==> src/sv/tbf_pkg.sv <==
// ----------------------------------------------------------------------------
// tbf_pkg
// Shared constants, action codes and control types of the two-hash bit filter.
// ----------------------------------------------------------------------------
package tbf_pkg;

   localparam int MAP_BITS_LOG2 = 16;                  // map holds 2^MAP_BITS_LOG2 bits
   localparam int MAP_SIZE      = 1 << MAP_BITS_LOG2;
   localparam int BYTE_W        = 8;
   localparam int COUNT_W       = 32;
   localparam int LIMIT_W       = 16;
   localparam int ACTION_W      = 2;

   localparam logic [LIMIT_W-1:0]       LIMIT_RESET = LIMIT_W'(1000);
   localparam logic [MAP_BITS_LOG2-1:0] POLY_SEED   = MAP_BITS_LOG2'(7);
   localparam logic [MAP_BITS_LOG2-1:0] SUM_SEED    = '0;

   localparam logic [ACTION_W-1:0] ACT_INSERT = 2'd0;
   localparam logic [ACTION_W-1:0] ACT_QUERY  = 2'd1;
   localparam logic [ACTION_W-1:0] ACT_ERASE  = 2'd2;
   localparam logic [ACTION_W-1:0] ACT_CLEAR  = 2'd3;

   // controller -> datapath
   typedef struct packed {
      logic take;       // hash the accepted byte (not a clear item)
      logic clr_start;  // clear item accepted
      logic clr_step;   // zero one map bit
      logic acc_a;      // map access at the sum hash
      logic acc_b;      // map access at the poly hash
      logic load_rsp;   // capture result into output register
   } cmd_type;

   // datapath -> controller
   typedef struct packed {
      logic clr_last;   // clear pointer at the final map bit
   } status_type;

endpackage

==> src/sv/tbf_ctrl.sv <==
// ----------------------------------------------------------------------------
// tbf_ctrl
// Sequencer: item intake, clear sweep, two map accesses per key, result hand-off.
// ----------------------------------------------------------------------------
module tbf_ctrl (
   input  logic                         clock,
   input  logic                         reset,
   input  logic                         req_valid,
   input  logic [tbf_pkg::ACTION_W-1:0] req_action,
   input  logic                         req_last_byte,
   output logic                         req_ready,
   output logic                         rsp_valid,
   input  logic                         rsp_ready,
   input  tbf_pkg::status_type          status,
   output tbf_pkg::cmd_type             cmd
);

   typedef enum logic [4:0] {
      ST_IDLE  = 5'b00001,
      ST_CLEAR = 5'b00010,
      ST_ACC_A = 5'b00100,
      ST_ACC_B = 5'b01000,
      ST_RESP  = 5'b10000
   } state_type;

   state_type state_ff, state_in;
   logic      respond_ff, respond_in;   // clear sweep ends with a result
   logic      rsp_valid_ff, rsp_valid_in;
   logic      req_fire;
   logic      out_free;

   assign req_ready = (state_ff == ST_IDLE);
   assign req_fire  = req_valid && req_ready;
   assign out_free  = !rsp_valid_ff || rsp_ready;
   assign rsp_valid = rsp_valid_ff;

   always_comb begin
      state_in   = state_ff;
      respond_in = respond_ff;
      cmd        = '0;
      case (state_ff)
         ST_IDLE: begin
            if (req_fire) begin
               if (req_action == tbf_pkg::ACT_CLEAR) begin
                  cmd.clr_start = 1'b1;
                  respond_in    = 1'b1;
                  state_in      = ST_CLEAR;
               end else begin
                  cmd.take = 1'b1;
                  if (req_last_byte) begin
                     state_in = ST_ACC_A;
                  end
               end
            end
         end
         ST_CLEAR: begin
            cmd.clr_step = 1'b1;
            if (status.clr_last) begin
               state_in = respond_ff ? ST_RESP : ST_IDLE;
            end
         end
         ST_ACC_A: begin
            cmd.acc_a = 1'b1;
            state_in  = ST_ACC_B;
         end
         ST_ACC_B: begin
            cmd.acc_b = 1'b1;
            state_in  = ST_RESP;
         end
         ST_RESP: begin
            if (out_free) begin
               cmd.load_rsp = 1'b1;
               state_in     = ST_IDLE;
            end
         end
         default: begin
            state_in = ST_IDLE;
         end
      endcase
   end

   always_comb begin
      rsp_valid_in = rsp_valid_ff;
      if (cmd.load_rsp) begin
         rsp_valid_in = 1'b1;
      end else if (rsp_ready) begin
         rsp_valid_in = 1'b0;
      end
   end

   always_ff @(posedge clock) begin
      if (reset) begin
         state_ff     <= ST_CLEAR;   // power-up sweep, no result
         respond_ff   <= 1'b0;
         rsp_valid_ff <= 1'b0;
      end else begin
         state_ff     <= state_in;
         respond_ff   <= respond_in;
         rsp_valid_ff <= rsp_valid_in;
      end
   end

   // a pending result is never overwritten
   a_no_overwrite: assert property (@(posedge clock) disable iff (reset)
      cmd.load_rsp |-> (!rsp_valid_ff || rsp_ready))
      else $error("result register loaded while occupied");

   // final byte of a key starts the two map accesses
   a_key_to_access: assert property (@(posedge clock) disable iff (reset)
      (req_fire && req_last_byte && (req_action != tbf_pkg::ACT_CLEAR))
         |=> (state_ff == ST_ACC_A))
      else $error("final byte did not start map access");

   a_acc_pair: assert property (@(posedge clock) disable iff (reset)
      (state_ff == ST_ACC_A) |=> (state_ff == ST_ACC_B))
      else $error("second map access missing");

   // sweep ends after the last bit
   a_clear_end: assert property (@(posedge clock) disable iff (reset)
      (cmd.clr_step && status.clr_last) |=> (state_ff == ST_IDLE || state_ff == ST_RESP))
      else $error("clear sweep overran");

endmodule

==> config.mk <==
export PLATFORM = sky130hd
export DESIGN_NAME = tbf_ctrl
export DESIGN_NICKNAME = d
export VERILOG_FILES = /design/src/sv/tbf_pkg.sv /design/src/sv/tbf_ctrl.sv
export SDC_FILE = /design/constraint.sdc
export NUM_CORES = 1
export LEC_CHECK = 0
export BUFFER_PORTS_ARGS = -buffer_cell sky130_fd_sc_hd__buf_2
export CORE_AREA = 3 3 40 42
export DETAILED_ROUTE_END_ITERATION = 8
export DIE_AREA = 0 0 43 45
export GPL_TIMING_DRIVEN = 0
export PLACE_DENSITY = 0.55
export SYNTH_ARGS = -nofsm -noshare
export SYNTH_HDL_FRONTEND = slang
export SYNTH_SLANG_ARGS = --single-unit
==> constraint.sdc <==
create_clock -name clock -period 2.85 [get_ports clock]
set_input_delay 0 -clock clock [delete_from_list [all_inputs] [get_ports clock]]
set_output_delay 0 -clock clock [all_outputs]
set_load 0.02 [all_outputs]
==> Yosys cells after proc, flatten, opt, wreduce, memory -nomap -nowiden <==
Index checks and enable logic that the tools add are counted.
{ "totals": {"regBits": 7, "out_inout_bits": 8, "word_cells": 37} }
{ "op_classes": {"eq_ne": 10, "n_mux": 18, "reduce_logical": 6} }
{ "ops": {"columns": ["op", "count"], "rows": [
  ["5-bit two-way mux", 6],
  ["5-bit one-hot mux with 5 select lines", 1],
  ["1-bit two-way mux", 9],
  ["5-bit by 1-bit equality test with 1-bit output, second input constant", 1],
  ["5-bit by 2-bit equality test with 1-bit output, second input constant", 1],
  ["5-bit by 3-bit equality test with 1-bit output, second input constant", 1],
  ["5-bit by 4-bit equality test with 1-bit output, second input constant", 1],
  ["5-bit equality test, second input constant", 1],
  ["2-bit two-way mux", 2],
  ["2-bit != test, second input constant", 2],
  ["4-bit AND reduction", 1],
  ["3-bit by 2-bit != test with 1-bit output, second input constant", 1],
  ["3-bit AND reduction", 1],
  ["2-bit equality test, second input constant", 1],
  ["2-bit by 1-bit != test with 1-bit output, second input constant", 1],
  ["2-bit nonzero test", 1],
  ["1-bit logical AND", 1],
  ["1-bit zero test", 1],
  ["1-bit logical OR", 1]
]} }

==> Depth between registers and ports, before layout <==
{ "logic_depth": {"ltp_word": 5, "depth_mapped": 4, "ltp_nobuf": 4} }

==> Worst setup path after synthesis <==
Ideal clock, no wire load.
{ "synth_path": {"path_kind": "reg-to-reg", "start": "register state_ff[1]", "end": "register state_ff[0]", "setup_time_ns": 0.070, "arrival_time_ns": 1.253, "required_ns": 2.780, "setup_slack_ns": 1.527, "path_stages_with_launch": 5, "n_path_buf": 0, "period_less_slack_ns": 1.323, "path_cell_list": "dfxtp_1 -> nor3_1 -> and3b_4 -> or4_1 -> a21oi_1"} }
{ "synth_between": {"elab_chain_len": 4, "elab_cells_between_ends": 12} }
{ "synth_lines": {"columns": ["item", "line_no", "rtl"], "rows": [
  ["start, declared", "tbf_ctrl.sv:26", "state_type state_ff, state_in;"],
  ["start signal, assigned", "tbf_ctrl.sv:97", "state_ff <= state_in;"],
  ["5-bit by 1-bit equality test with 1-bit output", "tbf_ctrl.sv:32, tbf_ctrl.sv:41", null],
  ["1-bit logical AND", "tbf_ctrl.sv:33", "assign req_fire = req_valid && req_ready;"],
  ["2-bit by 1-bit != test with 1-bit output (no source line)", null, null],
  ["4-bit AND reduction (no source line)", null, null]
]} }
Several ways; a longest one is shown, not always the timed one.
A chain may end at the register's enable or synchronous reset.

==> Final worst setup path <==
{ "layout_path": {"start": "register state_ff[3]", "end": "register state_ff[2]"} }
The elaborated chain is that of the path after synthesis.

==> results by group <==
Power and ir drop
  – Pwr dens: 435 nW/um^2
  – Pleak: 0.000270 uW
  – Peak supply drop: 186 uV

Placed design
  – Placed Instance Area: 482 sq um
  – Port bufs: 15
  – Post-placement cell count: 76
  – RD Place Congestion: 0.784
  – Dpl hpwl: 717 um

Clocking
  – Clock Latency Late Sink: 0.25 ns
  – Longest Clk Path Bufs: 2
  – Postcts setup bufs: 0
  – CTS HTree Levels: 1
  – Clk pin slew, worst setup/hold paths: 0.05 ns
  – CTS root buf: clkbuf_4
  – Total CTS buffers: 3
  – Clock tree sinks: 7
  – CTS tree: built

Global route
  – Initial antenna violation count: 0
  – Largest net degree at the start of global routing: 6
  – GR Util All Layers: 11.3%
  – Congestion Overflow GR: 0
  – Vias in the first global route: 375
  – First-pass GRT wire length: 1560 um

Timing
  – Actual slew at the worst max-slew pin: 0.355 ns
  – Final hold slack: 0.0276 ns
  – Final setup fails: 0
  – Setup Skew: 0.000484 ns
  – Setup repair after global routing missed its margin: no
  – Achievable Freq: 518 MHz
  – Final Max Slew Viols: 0
  – TNS Setup: 0 ns
  – Final Critical Period: 1.93 ns
  – Hold Vio Cnt, Final: 0
  – Tcrit/Tclk final: 67.7%
  – Max-slew headroom: 76.2%

Synthesis
  – Yosys reg bits: 7
  – Post-synthesis sequential area ratio: 36.1%
  – Number of distinct library cells after synthesis: 23
  – Syn nets: 54
  – Syn Std Cell Area: 388 sq um
  – Yosys warning total: 0
  – Cells after synthesis: 46
  – Syn_area_per_cell: 8.43 sq um

Min path
  – Worst hold path type: in2reg
  – Hold path startpoint: rsp_ready

Routing
  – Vias/cell: 4.81
  – 1st-iter DRT viols: 10
  – Avg WL per Cell: 11.4 um
  – 1st-pass router iterations: 4
  – DRC errors left: 0
  – Detailed-route via count: 399
  – Drt total wl: 948 um
  – Routed Antenna Nets: 0

Critical path
  – Startpoint types: register
  – CP max FO: 5
  – CP Capture Type: register
  – CP Launch Point: state_ff[3]
  – Critical Path AT: 2.13 ns
  – Reg-to-reg startpoint: state_ff[3]
  – Critical path class: reg2reg
  – CP Data Required Time: 3.05 ns

Floorplan
  – Core area: 1280 sq um
  – Die Y: 45 um
  – Rows: 13
  – Die area: 1940 sq um
  – Die Span X: 43 um
  – IO Pins: 16
  – Starting Density: 30.2%

Outcome
  – Outcome: finished, final reports clean

Layout
  – Fin cells: 83
  – N_diodes: 0
  – Layout cells sized above 1: 36.8%
  – Area growth syn-to-layout: 38.7%
  – Final-stage net count: 77
  – Final instance area: 538 sq um

Flow run
  – Max Cap Viol: 0
[Yosys cell counts]
cell type,n,area share (%)
a2111oi_2,1,3.9
o2111ai_1,1,2.3
dfxtp_1,7,36
nand2_1,3,2.9
nor3_1,1,1.3
nand3b_1,1,1.9
nor2b_1,2,3.2
nand4b_1,1,2.3
and4_4,1,2.9
a21oi_1,6,7.7
nand4_1,1,1.6
buf_4,2,3.9
a41oi_1,1,2.3
nand3_1,1,1.3
inv_1,8,7.7
and4_1,1,2.3
nor2_1,2,1.9
nand2b_1,1,1.6
and3_4,1,2.9
and3b_4,1,3.2
nor3_2,1,2.6
or4_1,1,1.9
o221ai_1,1,2.3
[logic make-up (layout without fill, tap and decap cells)]
| group | count (synthesis) | after routing | share of synthesized area, % |
|---|---|---|---|
| AOI/OAI and AO/OA | 10 | 10 | 18.4 |
| and+or+nand+nor | 19 | 19 | 33.9 |
| DFF | 7 | 7 | 36.1 |
| buffers and inverters | 10 | 32 | 11.6 |
[metrics by stage]
stage / worst slack [ns] / util (%) / power, uW
2_1_floorplan: 1.53 / - / 128
4_1_cts: 0.919 / 41.9 / 237
6_report: 0.919 / 41.9 / 234
3_3_place_gp: 1.46 / 37.5 / 142
3_5_place_dp: 1.46 / 37.5 / 143
5_1_grt: 0.841 / 41.9 / 248
[sequential cells by signal, summed over array words and instances, names as in the netlist]
signal and count:
rsp_valid 1, respond_ff 1, state_ff 5
[critical path, cell delays in order, from the launching register on]
cell and delay, ns:
dfxtp_1 0.34, nor3_2 0.36, and3_4 0.26, nand2_1 0.08, a2111oi_2 0.26, dlygate4sd3_1 0.58
[layer usage]
metal	part of all wire (%)	global-route usage, %	vias up	routed length [um]
li1	-	-	206	-
met1	43	12.6	180	412
met2	51	18.3	13	481
met3	5.7	3.98	0	54
met4	0	7.23	0	0
met5	0	0	-	0
[cell usage in the layout (no fill, tap or decap), types with 2 or more instances in the layout]
master,netlist,layout
buf_2,0,15
nand2_1,3,3
clkbuf_4,0,3
buf_4,2,2
a21oi_1,6,6
dlygate4sd3_1,0,3
nor2b_1,2,2
inv_1,8,8
nor2_1,2,2
dfxtp_1,7,7
[worst paths after layout]
| check | to | depth (start not counted) | slack (ns) |
|---|---|---|---|
| hold reg to reg | respond_ff | 2 | 0.45 |
| setup / recovery | state_ff[2] | 5 | 0.92 |
| setup reg to reg | state_ff[2] | 5 | 0.92 |
| hold / removal | rsp_valid | 3 | 0.03 |
[final cells by class]
cell class	count	area, sq um
fillers	134	747
plain buffers	2	15.0
inverters	8	30.0
flip-flops and latches	7	140
well taps	15	18.8
multi-input cells	29	203
repair buffers	18	105
clock buffers	4	26.3
[power by group]
part	internal (uW)	switching, uW
clock	53.4	36.9
sequential	102	3.71
combinational	15.7	22.5
[repair_timing]
action                                 4_1_cts  5_1_grt
endpoints found under the hold margin        5        0
hold buffers                                 3        0
resized for setup                            0        0
Power figures use the tool's default switching activity.
